===== src/hw/rtl/cbc_pkg.sv =====
`timescale 1ns / 1ps

package cbc_pkg;

	// Longest message that is accumulated; later bytes only raise overflow.
	localparam int MAX_BYTES = 4096;

	localparam int MODE_W  = 4;
	localparam int BYTES_W = $clog2(MAX_BYTES + 1);
	localparam int SUM_W   = $clog2(MAX_BYTES * 255 + 1);
	localparam int CNT_W   = $clog2(MAX_BYTES * 8 + 1);
	localparam int SHIFT_W = $clog2(SUM_W);

	typedef enum logic [MODE_W-1:0] {
		MODE_SUM_RIGHT          = 4'd0,
		MODE_SUM_LEFT           = 4'd1,
		MODE_XOR                = 4'd2,
		MODE_COUNT1_RIGHT       = 4'd3,
		MODE_COUNT1_LEFT        = 4'd4,
		MODE_COUNT0_RIGHT       = 4'd5,
		MODE_COUNT0_LEFT        = 4'd6,
		MODE_FLIP_SUM_RIGHT     = 4'd7,
		MODE_FLIP_SUM_LEFT      = 4'd8,
		MODE_REV_SUM_RIGHT      = 4'd9,
		MODE_REV_SUM_LEFT       = 4'd10,
		MODE_FLIP_REV_SUM_RIGHT = 4'd11,
		MODE_FLIP_REV_SUM_LEFT  = 4'd12,
		MODE_FLIP_REV_XOR       = 4'd13
	} mode_t;

	typedef enum logic [2:0] {
		OP_SUM_R,
		OP_SUM_L,
		OP_XOR,
		OP_C1_R,
		OP_C1_L,
		OP_C0_R,
		OP_C0_L,
		OP_NONE
	} op_t;

	typedef struct packed {
		logic flip;
		logic rev;
	} tf_t;

	typedef struct packed {
		logic [7:0] data_byte;
		logic       last;
	} in_item_t;

	typedef struct packed {
		logic [7:0] check_byte;
		logic       overflow;
	} out_item_t;

	// Final accumulator values of one message, handed to the result stage.
	typedef struct packed {
		logic               valid;
		logic [SUM_W-1:0]   sum;
		logic [7:0]         xr;
		logic [CNT_W-1:0]   ones;
		logic [BYTES_W-1:0] cnt;
		logic               ovf;
		logic [MODE_W-1:0]  mode;
	} snap_t;

	function automatic op_t mode_op(input logic [MODE_W-1:0] m);
		op_t op;
		case (m)
			MODE_SUM_RIGHT:          op = OP_SUM_R;
			MODE_SUM_LEFT:           op = OP_SUM_L;
			MODE_XOR:                op = OP_XOR;
			MODE_COUNT1_RIGHT:       op = OP_C1_R;
			MODE_COUNT1_LEFT:        op = OP_C1_L;
			MODE_COUNT0_RIGHT:       op = OP_C0_R;
			MODE_COUNT0_LEFT:        op = OP_C0_L;
			MODE_FLIP_SUM_RIGHT:     op = OP_SUM_R;
			MODE_FLIP_SUM_LEFT:      op = OP_SUM_L;
			MODE_REV_SUM_RIGHT:      op = OP_SUM_R;
			MODE_REV_SUM_LEFT:       op = OP_SUM_L;
			MODE_FLIP_REV_SUM_RIGHT: op = OP_SUM_R;
			MODE_FLIP_REV_SUM_LEFT:  op = OP_SUM_L;
			MODE_FLIP_REV_XOR:       op = OP_XOR;
			default:                 op = OP_NONE;
		endcase
		return op;
	endfunction

	function automatic tf_t mode_tf(input logic [MODE_W-1:0] m);
		tf_t tf;
		case (m)
			MODE_FLIP_SUM_RIGHT,
			MODE_FLIP_SUM_LEFT:      tf = '{flip: 1'b1, rev: 1'b0};
			MODE_REV_SUM_RIGHT,
			MODE_REV_SUM_LEFT:       tf = '{flip: 1'b0, rev: 1'b1};
			MODE_FLIP_REV_SUM_RIGHT,
			MODE_FLIP_REV_SUM_LEFT,
			MODE_FLIP_REV_XOR:       tf = '{flip: 1'b1, rev: 1'b1};
			default:                 tf = '{flip: 1'b0, rev: 1'b0};
		endcase
		return tf;
	endfunction

	function automatic logic [7:0] rev8(input logic [7:0] b);
		logic [7:0] r;
		for (int i = 0; i < 8; i++) begin
			r[i] = b[7-i];
		end
		return r;
	endfunction

	function automatic logic [3:0] pop8(input logic [7:0] b);
		logic [3:0] c;
		c = '0;
		for (int i = 0; i < 8; i++) begin
			c = c + {3'b000, b[i]};
		end
		return c;
	endfunction

	// Invert first, then bit-reverse.
	function automatic logic [7:0] xform(input logic [7:0] b, input tf_t tf);
		logic [7:0] r;
		r = tf.flip ? ~b : b;
		if (tf.rev) begin
			r = rev8(r);
		end
		return r;
	endfunction

	// Top 8 bits of the minimal binary form; values below 256 pass whole.
	function automatic logic [7:0] take_left(input logic [SUM_W-1:0] v);
		logic [SHIFT_W-1:0] sh;
		logic [SUM_W-1:0]   w;
		sh = '0;
		for (int i = 8; i < SUM_W; i++) begin
			if (v[i]) begin
				sh = SHIFT_W'(i - 7);
			end
		end
		w = v >> sh;
		return w[7:0];
	endfunction

endpackage


===== src/hw/rtl/cbc_accum.sv =====
`timescale 1ns / 1ps

// Input register plus per-message accumulators. On the last byte of a
// message the updated totals go out as a snapshot and the state clears.
module cbc_accum (
	input  logic                            clk,
	input  logic                            arst_n,
	input  logic                            byte_valid,
	output logic                            byte_stall,
	input  cbc_pkg::in_item_t               byte_item,
	input  logic [cbc_pkg::MODE_W-1:0]      mode,
	input  logic                            snap_free,
	output cbc_pkg::snap_t                  snap
);

	logic                            valid_s1;
	cbc_pkg::in_item_t               item_s1;
	logic                            s1_go;
	logic                            byte_acc;

	logic [cbc_pkg::SUM_W-1:0]       sum_q,  sum_n;
	logic [7:0]                      xor_q,  xor_n;
	logic [cbc_pkg::CNT_W-1:0]       ones_q, ones_n;
	logic [cbc_pkg::BYTES_W-1:0]     cnt_q,  cnt_n;
	logic                            ovf_q,  ovf_n;
	logic [7:0]                      tbyte;
	logic                            room;

	// A last byte waits for the result stage; other bytes never wait.
	assign s1_go      = valid_s1 && (!item_s1.last || snap_free);
	assign byte_stall = valid_s1 && !s1_go;
	assign byte_acc   = byte_valid && !byte_stall;

	always_ff @(posedge clk or negedge arst_n) begin
		if (!arst_n) begin
			valid_s1 <= 1'b0;
		end else if (byte_acc) begin
			valid_s1 <= 1'b1;
		end else if (s1_go) begin
			valid_s1 <= 1'b0;
		end
	end

	always_ff @(posedge clk) begin
		if (byte_acc) begin
			item_s1 <= byte_item;
		end
	end

	always_comb begin
		room   = cnt_q < cbc_pkg::BYTES_W'(cbc_pkg::MAX_BYTES);
		tbyte  = cbc_pkg::xform(item_s1.data_byte, cbc_pkg::mode_tf(mode));
		sum_n  = sum_q;
		xor_n  = xor_q;
		ones_n = ones_q;
		cnt_n  = cnt_q;
		ovf_n  = ovf_q;
		if (room) begin
			sum_n  = sum_q + cbc_pkg::SUM_W'(tbyte);
			xor_n  = xor_q ^ tbyte;
			ones_n = ones_q + cbc_pkg::CNT_W'(cbc_pkg::pop8(item_s1.data_byte));
			cnt_n  = cnt_q + cbc_pkg::BYTES_W'(1);
		end else begin
			ovf_n  = 1'b1;
		end
	end

	always_ff @(posedge clk or negedge arst_n) begin
		if (!arst_n) begin
			sum_q  <= '0;
			xor_q  <= '0;
			ones_q <= '0;
			cnt_q  <= '0;
			ovf_q  <= 1'b0;
		end else if (s1_go) begin
			if (item_s1.last) begin
				sum_q  <= '0;
				xor_q  <= '0;
				ones_q <= '0;
				cnt_q  <= '0;
				ovf_q  <= 1'b0;
			end else begin
				sum_q  <= sum_n;
				xor_q  <= xor_n;
				ones_q <= ones_n;
				cnt_q  <= cnt_n;
				ovf_q  <= ovf_n;
			end
		end
	end

	always_comb begin
		snap.valid = s1_go && item_s1.last;
		snap.sum   = sum_n;
		snap.xr    = xor_n;
		snap.ones  = ones_n;
		snap.cnt   = cnt_n;
		snap.ovf   = ovf_n;
		snap.mode  = mode;
	end

	a_cnt_bound: assert property (@(posedge clk) disable iff (!arst_n)
		cnt_q <= cbc_pkg::BYTES_W'(cbc_pkg::MAX_BYTES))
		else $error("byte count past limit");

	a_ovf_full: assert property (@(posedge clk) disable iff (!arst_n)
		ovf_q |-> cnt_q == cbc_pkg::BYTES_W'(cbc_pkg::MAX_BYTES))
		else $error("overflow set before message full");

	a_clear: assert property (@(posedge clk) disable iff (!arst_n)
		s1_go && item_s1.last |=> cnt_q == '0 && sum_q == '0 && !ovf_q)
		else $error("accumulators not cleared after last byte");

endmodule


===== src/hw/rtl/configurable_byte_checksum_unit.sv =====
`timescale 1ns / 1ps

// Channel   Dir  Handshake            Payload
// byte      in   byte_valid/stall     byte_item  (data_byte, last)
// sum       out  sum_valid/stall      sum_item   (check_byte, overflow)
// cfg       in   cfg_valid/ready      cfg_data   (mode, 4 bits)
//
// One byte per cycle sustained while byte_stall is low. A byte sits in the input register
// where the accumulators add it; a last byte also moves its totals into the result stage,
// and the checksum then lands in the output register.
// Async active-low reset clears all valids, the accumulators and mode (0).
// A stalled result blocks only the last-byte path; ordinary bytes keep
// flowing until a finished message finds both result registers full.
module configurable_byte_checksum_unit (
	input  logic                        clk,
	input  logic                        arst_n,
	input  logic                        byte_valid,
	output logic                        byte_stall,
	input  cbc_pkg::in_item_t           byte_item,
	output logic                        sum_valid,
	input  logic                        sum_stall,
	output cbc_pkg::out_item_t          sum_item,
	input  logic                        cfg_valid,
	output logic                        cfg_ready,
	input  logic [cbc_pkg::MODE_W-1:0]  cfg_data
);

	logic [cbc_pkg::MODE_W-1:0] mode_q;
	cbc_pkg::snap_t             snap;
	cbc_pkg::snap_t             snap_s2;
	logic                       out_free;
	logic                       s2_go;
	logic                       s2_free;

	cbc_pkg::op_t               op_s2;
	cbc_pkg::tf_t               tf_s2;
	logic [cbc_pkg::CNT_W-1:0]  zeros_s2;
	logic [cbc_pkg::SUM_W-1:0]  wide_s2;
	logic [7:0]                 raw_s2;
	logic                       left_s2;
	cbc_pkg::out_item_t         res_s2;

	// Mode register; the user must write it only while idle, the block does not enforce this.
	assign cfg_ready = 1'b1;

	always_ff @(posedge clk or negedge arst_n) begin
		if (!arst_n) begin
			mode_q <= cbc_pkg::MODE_SUM_RIGHT;
		end else if (cfg_valid && cfg_ready) begin
			mode_q <= cfg_data;
		end
	end

	// Output register frees when empty or taken this cycle.
	assign out_free = !sum_valid || !sum_stall;
	assign s2_go    = snap_s2.valid && out_free;
	assign s2_free  = !snap_s2.valid || out_free;

	cbc_accum u_accum (
		.clk        (clk),
		.arst_n     (arst_n),
		.byte_valid (byte_valid),
		.byte_stall (byte_stall),
		.byte_item  (byte_item),
		.mode       (mode_q),
		.snap_free  (s2_free),
		.snap       (snap)
	);

	// Result stage: holds the totals of one finished message.
	always_ff @(posedge clk or negedge arst_n) begin
		if (!arst_n) begin
			snap_s2 <= '0;
		end else if (snap.valid) begin
			snap_s2 <= snap;
		end else if (s2_go) begin
			snap_s2.valid <= 1'b0;
		end
	end

	// Pick the core value, take RIGHT or LEFT, then post-transform.
	always_comb begin
		op_s2    = cbc_pkg::mode_op(snap_s2.mode);
		tf_s2    = cbc_pkg::mode_tf(snap_s2.mode);
		zeros_s2 = cbc_pkg::CNT_W'({snap_s2.cnt, 3'b000}) - snap_s2.ones;
		wide_s2  = '0;
		left_s2  = 1'b0;
		case (op_s2)
			cbc_pkg::OP_SUM_R: wide_s2 = snap_s2.sum;
			cbc_pkg::OP_SUM_L: begin
				wide_s2 = snap_s2.sum;
				left_s2 = 1'b1;
			end
			cbc_pkg::OP_XOR:   wide_s2 = cbc_pkg::SUM_W'(snap_s2.xr);
			cbc_pkg::OP_C1_R:  wide_s2 = cbc_pkg::SUM_W'(snap_s2.ones);
			cbc_pkg::OP_C1_L: begin
				wide_s2 = cbc_pkg::SUM_W'(snap_s2.ones);
				left_s2 = 1'b1;
			end
			cbc_pkg::OP_C0_R:  wide_s2 = cbc_pkg::SUM_W'(zeros_s2);
			cbc_pkg::OP_C0_L: begin
				wide_s2 = cbc_pkg::SUM_W'(zeros_s2);
				left_s2 = 1'b1;
			end
			default:           wide_s2 = '0;
		endcase
		raw_s2 = left_s2 ? cbc_pkg::take_left(wide_s2) : wide_s2[7:0];
		res_s2.check_byte = cbc_pkg::xform(raw_s2, tf_s2);
		res_s2.overflow   = snap_s2.ovf;
	end

	always_ff @(posedge clk or negedge arst_n) begin
		if (!arst_n) begin
			sum_valid <= 1'b0;
		end else if (out_free) begin
			sum_valid <= snap_s2.valid;
		end
	end

	always_ff @(posedge clk) begin
		if (out_free && snap_s2.valid) begin
			sum_item <= res_s2;
		end
	end

	a_s2_hold: assert property (@(posedge clk) disable iff (!arst_n)
		snap_s2.valid && !out_free |=> snap_s2.valid && $stable(snap_s2))
		else $error("result stage lost a transaction while blocked");

	a_out_drain: assert property (@(posedge clk) disable iff (!arst_n)
		sum_valid && !sum_stall && !snap_s2.valid |=> !sum_valid)
		else $error("result repeated after transaction");

	a_stall_src: assert property (@(posedge clk) disable iff (!arst_n)
		byte_stall |-> snap_s2.valid && !out_free)
		else $error("input stalled while result path free");

endmodule

===== config.mk =====
export PLATFORM = sky130hd
export DESIGN_NAME = configurable_byte_checksum_unit
export DESIGN_NICKNAME = d
export VERILOG_FILES = /design/src/hw/rtl/cbc_pkg.sv /design/src/hw/rtl/cbc_accum.sv /design/src/hw/rtl/configurable_byte_checksum_unit.sv
export SDC_FILE = /design/constraint.sdc
export NUM_CORES = 1
export LEC_CHECK = 0
export ABC_AREA = 0
export BUFFER_PORTS_ARGS = -buffer_cell sky130_fd_sc_hd__buf_4
export CAP_MARGIN = 40
export CORE_ASPECT_RATIO = 0.6
export CORE_MARGIN = 4
export CORE_UTILIZATION = 25
export CTS_CLUSTER_DIAMETER = 80
export CTS_CLUSTER_SIZE = 8
export DETAILED_ROUTE_END_ITERATION = 12
export REMOVE_ABC_BUFFERS = 1
export SLEW_MARGIN = 10
export SYNTH_ARGS = -nofsm -noshare
export SYNTH_HDL_FRONTEND = slang
export SYNTH_HIERARCHICAL = 1
export SYNTH_SLANG_ARGS = --single-unit

===== constraint.sdc =====
create_clock -name clk -period 4.4 [get_ports clk]
set_clock_uncertainty 0.1 [all_clocks]
set_input_delay 0.22 -clock clk [delete_from_list [all_inputs] [get_ports clk]]
set_output_delay 0.22 -clock clk [all_outputs]
set_load 0.05 [all_outputs]

==> results.txt, run 1 <==
----------------------------------------------------
[Power]
  Switching part of the total power ... 0.4555
  Clock network fraction of design power ... 0.171
  Final Power ... 8.563 mW
  Worst VDD drop ... 0.3232 mV
  Part of the total power dissipated in sequential elements ... 0.246
  Switch Pwr ... 3.901 mW
  Leakage ... 5.397 nW
  Part of the total power dissipated in combinational logic ... 0.582
  Pint ... 4.662 mW
  Ratio of total power to cell area ... 669.0 mW/mm2

[Setup path]
  Cell family contributing the most delay on the critical path ... compound AO/OA/AOI/OAI gates
  CP arrival ... 4.33 ns
  Slowest stage delay, CP ... 0.50 ns
  Crit path capture type ... flop
  Critical path, cell by cell ... ha_1 > or3_4 > o221a_4 > a221oi_2 > xnor2_1 > a221o_2 > o41a_1 > nor2_2 > nand2_1 > o22ai_1 > o41ai_2 > a31oi_1 > xor2_1
  Worst path bufs/invs ... 0
  Critical Setup Path Class ... flop to flop
  CP startpoint kind ... flop
  Maximum net fanout on the critical path ... 5
  Worst-path cell with the longest stage delay ... o41a_1
  Required time of the critical path ... 4.49 ns
  Number of cells on the worst reg-to-reg path ... 13
  Logic depth of the worst setup path including buffers ... 13

[Timing]
  Final setup violation count ... 0
  Number of pins with negative max-slew slack in the final report ... 0
  Final hold violation count ... 0
  Transition time of the tightest slew-check pin ... 0.8756 ns
  Max_slew headroom ... 0.4070
  Final period utilization ... 0.9648
  Shortest clock period the worst path allows after layout ... 4.245 ns
  Max Freq ... 0.2356 GHz

[Run status]
  Run status ... finished, final reports clean

[Drt]
  Total Wirelength ... 33090 um
  Antenna-violating nets left ... 0
  Drt wl/cell ... 18.03 um
  Via count of the routed design ... 9460
  Number of design-rule violations left by the first detailed-router iteration ... 895
  Total iterations of the first detailed-routing run ... 7
  Remaining DRCs ... 0
  Vias/cell ... 5.155

[Clocking]
  Latest clock arrival within the worst-skew pair ... 0.45 ns
  CTS Sinks ... 145
  Clock tree buffer depth ... 2
  # H-tree levels ... 4
  CTS buffer count ... 17
  Root Buffer Master ... clkbuf_16
  CTS tree ... done
  Clock-pin slew reported for the worst setup and hold paths after clock tree synthesis ... 0.06 ns

[Final layout]
  Total of fill cells in the finished design ... 4404
  Combined flip-flop and latch cell area ... 0.003719 mm2
  Fraction of layout instances using a drive strength above 1 ... 0.1976
  Antenna diode count ... 0
  Area of the multi-input gates ... 0.006618 mm2
  Design Area, Final ... 0.01280 mm2
  Count of nets after finishing ... 1304
  Area growth from synthesis to layout ... 18.86%
  Post-layout util ... 0.3031

[Global routing]
  Grt total ovfl ... 0
  Via count of the first global-routing pass ... 8813
  Largest net degree at the start of global routing ... 87
  Number of antenna violations at the first check in global routing ... 0
  Global-route wire length before repair ... 52180 um
  GRT Util Overall ... 0.1432

[Flow run]
  Max-capacitance violation count ... 0

[Placed design]
  Port Buf Inserts ... 28
  HPWL Detailed ... 24530 um
  Routability-driven placement congestion ratio ... 0.9129
  Area of placed instances ... 0.01182 mm2

[Die]
  Effective utilization at floorplan ... 0.2550
  Num ports ... 30
  Standard-cell rows ... 58
  Core area ... 0.04224 mm2
  Area enclosed by the die boundary ... 0.04657 mm2
  Overall die width ... 275.9 um
  Die span in y ... 168.8 um

[Synth]
  Number of synthesized register bits ... 145
  Part of the Yosys area used for sequential elements ... 0.3453
  Fraction of synthesis flops using an asynchronous set or reset pin ... 0.8759
  Ys flop type ... dfrtp_1
  Cell taking the most area after synthesis ... dfrtp_1
  Largest cells by area after synthesis ... dfrtp_1 (30%), mux2_2 (6.1%), edfxtp_1 (5.0%)
  Mapped Avg Cell Area ... 9.057 um2
  Post-Syn Area ... 0.01077 mm2
  Share of the synthesized area in the top cell type ... 0.2951
  Number of warnings reported in the yosys synthesis log ... 6
  Post-synth EDFFs ... 18
  Number of different library cells in the post-synthesis netlist ... 102
  Synth Instances ... 1189

[Worst hold path]
  Hold Path Class ... input port to async pin

----------------------------------------------------
## power groups by stage
| stage | clock network, mW | registers, mW | logic, mW |
|---|---|---|---|
| floorplan | 0 | 2.10 | 3.11 |
| global placement | 0 | 2.11 | 4.66 |
| detailed placement | 0 | 2.11 | 4.67 |
| CTS | 1.50 | 2.10 | 4.71 |
| global route | 1.56 | 2.15 | 5.42 |
| finish | 1.47 | 2.11 | 4.99 |
## repair_timing
item | CTS | global route
hold buffers | 20 | 0
buffers inserted | 0 | 6
pin swaps | 1 | 7
hold endpoints to repair | 99 | 0
gates resized for setup | 1 | 30
setup endpoints to repair | 1 | 11
## layout by cell type (no fill, tap or decap), types with 12 or more instances in the layout
cell type / synthesis / final
edfxtp_1: 18 / 18
mux2i_1: 24 / 23
a22o_1: 22 / 22
a21oi_1: 53 / 50
o21ai_0: 81 / 79
mux2_2: 58 / 58
o21a_1: 12 / 12
nor3_1: 18 / 18
o211ai_1: 28 / 28
nand2_1: 141 / 140
ha_1: 28 / 26
nand3_1: 29 / 29
clkbuf_16: 0 / 18
xor2_1: 49 / 48
xnor2_1: 31 / 31
nor2b_1: 23 / 22
inv_1: 49 / 48
nand2b_1: 20 / 20
buf_4: 8 / 94
dfrtp_1: 127 / 127
dlygate4sd3_1: 0 / 20
nor2_1: 61 / 60
## final cells by class
type,count,share of cell area
timing repair buffer,119,0.07732
sequential,145,0.2905
inverter,49,0.01437
multi-input combinational,920,0.5170
clock inverter,13,0.009580
tap,570,0.05572
clock buffer,19,0.03548
## per-layer routing
layer,GRT usage,vias up,part of all wire
met5,0,-,0
met4,0.03297,0,0.011
met3,0.03202,30,0.070
met2,0.1894,283,0.40
met1,0.2303,4667,0.52
li1,-,4480,-
## worst reg2reg max path, cell delays in order (launching register included)
cell and delay, ns:
dfrtp_1 0.42, ha_1 0.30, or3_4 0.37, o221a_4 0.26, a221oi_2 0.31, xnor2_1 0.15, a221o_2 0.48, o41a_1 0.50
nor2_2 0.26, nand2_1 0.12, o22ai_1 0.28, o41ai_2 0.15, a31oi_1 0.20, xor2_1 0.09
## through the flow
step	std cells	setup slack, ns	hold slack [ns]	setup TNS [ns]
finish	1835	0.1551	0.05959	0
global route	1835	-0.05942	0.07245	-0.2570
CTS	1828	0.007279	0.3494	0
detailed placement	1776	-0.01520	0.2599	-0.01520
global placement	1773	-0.1547	0.2397	-0.2953
floorplan	1114	0.1576	-0.1756	0
## final timing paths
kind	slack [ns]	endpoint	startpoint
setup / recovery	0.16	sum_item[5]	snap_s2[7]
hold / removal	0.06	u_accum/cnt_q[7]	arst_n
setup reg to reg	0.16	sum_item[5]	snap_s2[7]
hold reg to reg	0.37	sum_valid	snap_s2[62]
max in group asynchronous	3.10	u_accum/sum_q[19]	arst_n
min in group clk	0.37	sum_valid	snap_s2[62]
## sequential cells by signal, summed over array words and instances, names as in the netlist
signal            flops
u_accum/ones_q       16
u_accum/item_s1       9
sum_item              9
mode_q                4
u_accum/ovf_q         1
u_accum/sum_q        20
res_s2                1
snap_s2              62
sum_valid             1
u_accum/cnt_q        13
u_accum/valid_s1      1
u_accum/xor_q         8
## synth_stat cells, types with 8 or more instances
cell type  instances
mux2_2            58
ha_1              28
buf_2             17
a21o_1             8
buf_4              8
and3_1            11
nor2b_1           23
dfrtp_1          127
edfxtp_1          18
nand3_1           29
nand2_1          141
nor2_1            61
or3_1              9
o21a_1            12
mux2i_1           24
nor3_1            18
clkbuf_1          39
a211o_1           11
nand2b_1          20
xnor2_1           31
o21ai_1            8
o21ai_0           81
o22ai_1           11
a21oi_1           53
xor2_1            49
nand4_1            8
o211ai_1          28
inv_1             49
a22o_1            22
o211a_1            8
nor3b_1            8
a211oi_1          11
## kinds of logic (layout without fill, tap and decap cells)
| group | count (synthesis) | after routing | share of synthesized area |
|---|---|---|---|
| fa+ha+maj | 34 | 34 | 0.04369 |
| mux | 82 | 82 | 0.08296 |
| flops | 145 | 145 | 0.3453 |
| xor+xnor | 80 | 80 | 0.06506 |
| simple gates | 376 | 376 | 0.1760 |
| other cells | 1 | 1 | 0.0003482 |
| compound gates | 347 | 347 | 0.2347 |
| buf+inv | 124 | 200 | 0.05193 |
Power figures use the tool's default switching activity.
==> inputs of run 2 (changes only) <==
- MAX_ROUTING_LAYER: default -> met4
==> results.txt, run 2 (synthesized netlist as in run 1, its figures left out) <==
----------------------------------------------------
[Setup path]
  Required time of the critical path ... 4.49 ns (about the same)
  CP arrival ... 4.34 ns (was 4.33 ns)
  Number of cells on the worst reg-to-reg path ... 16 (was 13)
  CP startpoint kind ... flop (unchanged)
  Maximum net fanout on the critical path ... 5 (unchanged)
  Critical Setup Path Class ... flop to flop (unchanged)
  Crit path capture type ... flop (unchanged)

[Clocking]
  CTS buffer count ... 17 (unchanged)
  Clock tree buffer depth ... 2 (unchanged)
  # H-tree levels ... 4 (unchanged)
  Root Buffer Master ... clkbuf_16 (unchanged)
  Clock-pin slew reported for the worst setup and hold paths after clock tree synthesis ... 0.06 ns (about the same)
  CTS tree ... done (unchanged)
  Latest clock arrival within the worst-skew pair ... 0.45 ns (about the same)
  CTS Sinks ... 145 (unchanged)

[Final layout]
  Flip-flop count of the largest register, all copies and words added ... 62 (unchanged)
  Largest Register ... snap_s2 (unchanged)
  Post-layout util ... 0.3039 (was 0.3031)
  Area growth from synthesis to layout ... 19.19% (was 18.86%)
  Total of fill cells in the finished design ... 4405 (was 4404)
  Fraction of layout instances using a drive strength above 1 ... 0.1951 (was 0.1976)
  Count of nets after finishing ... 1310 (was 1304)
  Post-route non-filler standard cell count ... 1841 (was 1835)
  Design Area, Final ... 0.01284 mm2 (was 0.01280 mm2)
  Most common cell after layout, fill and taps aside ... nand2_1 (unchanged)
  Antenna diode count ... 0 (unchanged)
  Highest-count cells in the layout ignoring fill and taps ... nand2_1 (141), dfrtp_1 (126), buf_4 (100) (was nand2_1 (140), dfrtp_1 (127), buf_4 (94))
  Leading registers by flop count ... snap_s2 x62, u_accum/sum_q x20, u_accum/ones_q x16 (unchanged)

[Placed design]
  Setup slack after placement ... 0.006281 ns (was -0.01520 ns)
  Routability-driven placement congestion ratio ... 0.9421 (was 0.9129)
  HPWL Detailed ... 25550 um (was 24530 um)
  Area of placed instances ... 0.01190 mm2 (was 0.01182 mm2)
  Port Buf Inserts ... 28 (unchanged)
  Number of placed instances, taps included ... 1785 (was 1776)

[Drt]
  Number of design-rule violations left by the first detailed-router iteration ... 1142 (was 895)
  Total Wirelength ... 34070 um (was 33090 um)
  Vias/cell ... 5.225 (was 5.155)
  Remaining DRCs ... 0 (unchanged)
  Total iterations of the first detailed-routing run ... 5 (was 7)
  Drt wl/cell ... 18.51 um (was 18.03 um)
  Antenna-violating nets left ... 0 (unchanged)
  Via count of the routed design ... 9619 (was 9460)

[Power]
  Ratio of total power to cell area ... 675.4 mW/mm2 (was 669.0 mW/mm2)
  Pint ... 4.749 mW (was 4.662 mW)
  Worst VDD drop ... 0.3370 mV (was 0.3232 mV)
  Switching part of the total power ... 0.4522 (was 0.4555)
  Switch Pwr ... 3.920 mW (was 3.901 mW)
  Leakage ... 5.435 nW (was 5.397 nW)
  Part of the total power dissipated in sequential elements ... 0.243 (was 0.246)
  Part of the total power dissipated in combinational logic ... 0.580 (was 0.582)
  Clock network fraction of design power ... 0.177 (was 0.171)

[Worst hold path]
  Hold Path Class ... input port to async pin (unchanged)

[Timing]
  Final setup violation count ... 0 (unchanged)
  Setup WS post-layout ... 0.1575 ns (was 0.1551 ns)
  Final hold violation count ... 0 (unchanged)
  Max Freq ... 0.2357 GHz (was 0.2356 GHz)
  Max_slew headroom ... 0.3181 (was 0.4070)
  Setup TNS Final ... 0 ns (unchanged)
  Final period utilization ... 0.9642 (was 0.9648)
  Transition time of the tightest slew-check pin ... 1.007 ns (was 0.8756 ns)
  Shortest clock period the worst path allows after layout ... 4.242 ns (was 4.245 ns)
  Number of pins with negative max-slew slack in the final report ... 0 (unchanged)

[Global routing]
  Largest net degree at the start of global routing ... 64 (was 87)
  Global-route wire length before repair ... 53910 um (was 52180 um)
  Via count of the first global-routing pass ... 9106 (was 8813)
  Grt total ovfl ... 0 (unchanged)
  Number of antenna violations at the first check in global routing ... 0 (unchanged)
  GRT Util Overall ... 0.1528 (was 0.1432)

[Die]
  Effective utilization at floorplan ... 0.2550 (unchanged)
  Num ports ... 30 (unchanged)
  Overall die width ... 275.9 um (unchanged)
  Standard-cell rows ... 58 (unchanged)
  Core area ... 0.04224 mm2 (unchanged)
  Area enclosed by the die boundary ... 0.04657 mm2 (unchanged)
  Die span in y ... 168.8 um (unchanged)

[Run status]
  Run status ... finished, final reports clean (unchanged)

[Flow run]
  Max-capacitance violation count ... 0 (unchanged)

----------------------------------------------------
==> run 2: cell types whose count changed in the layout (fill, tap and decap cells not counted), sizes merged <==
cell,change
buf,+6
clkbuf,+3
clkinvlp,-2
inv,-2
bufinv,+1
==> run 2: power by group through the flow <==
stage | registers, mW | logic [mW] | clock network, mW
floorplan | 2.10 | 3.11 | 0
global placement | 2.09 | 4.74 | 0
finish | 2.11 | 5.03 | 1.53
CTS | 2.09 | 4.78 | 1.57
global route | 2.15 | 5.46 | 1.64
detailed placement | 2.11 | 4.74 | 0
==> run 2: per-layer routing <==
layer	global-route usage	vias to the layer above	part of all wire
met5	-	-	0
met4	0.03297	0	0.011
met3	0.03769	35	0.081
met2	0.1946	340	0.39
met1	0.2378	4743	0.52
li1	-	4501	-
==> run 2: timing repair <==
action	CTS	global route
pin swaps	0	6
buffers inserted	0	4
hold buffers	20	0
setup endpoints to repair	3	16
hold endpoints to repair	76	0
resized for setup	2	22
==> run 2: path summary, 6_finish.rpt <==
path                                     end  slack, ns        start
max in group asynchronous  u_accum/sum_q[15]       2.98       arst_n
max                              sum_item[4]       0.16  snap_s2[23]
max reg2reg                      sum_item[4]       0.16  snap_s2[23]
min                        u_accum/cnt_q[10]       0.23       arst_n
min in group clk                   sum_valid       0.37  snap_s2[62]
min reg2reg                        sum_valid       0.37  snap_s2[62]
==> run 2: per-stage QoR <==
step	power (mW)	hold slack (ns)
after CTS	8.447	0.2435
final	8.669	0.2306
after global routing	9.258	0.2775
after global placement	6.829	0.1631
after detailed placement	6.843	0.1590
after floorplan	5.210	-0.1756
==> run 2: cell type report <==
class,instances,area (um2),share of cell area
multi-input cells,920,6586,0.5131
flip-flops and latches,145,3720,0.2898
repair buffers,125,1027,0.08003
well taps,570,713.2,0.05556
clock buffers,22,486.7,0.03792
inverters,49,183.9,0.01433
clock inverters,10,118.9,0.009260
==> run 2: critical path, cell delays in order (launching register included) <==
cell and delay (ns):
dfrtp_1 0.38, inv_1 0.07, ha_1 0.37, nand4_1 0.16, o221ai_2 0.29, a32oi_1 0.17
nor4bb_2 0.19, buf_4 0.18, or4_1 0.59, nand2_1 0.19, a32o_1 0.31, nor3_1 0.07
nor3_1 0.32, buf_4 0.20, o41ai_2 0.08, a31oi_1 0.20, xor2_1 0.10
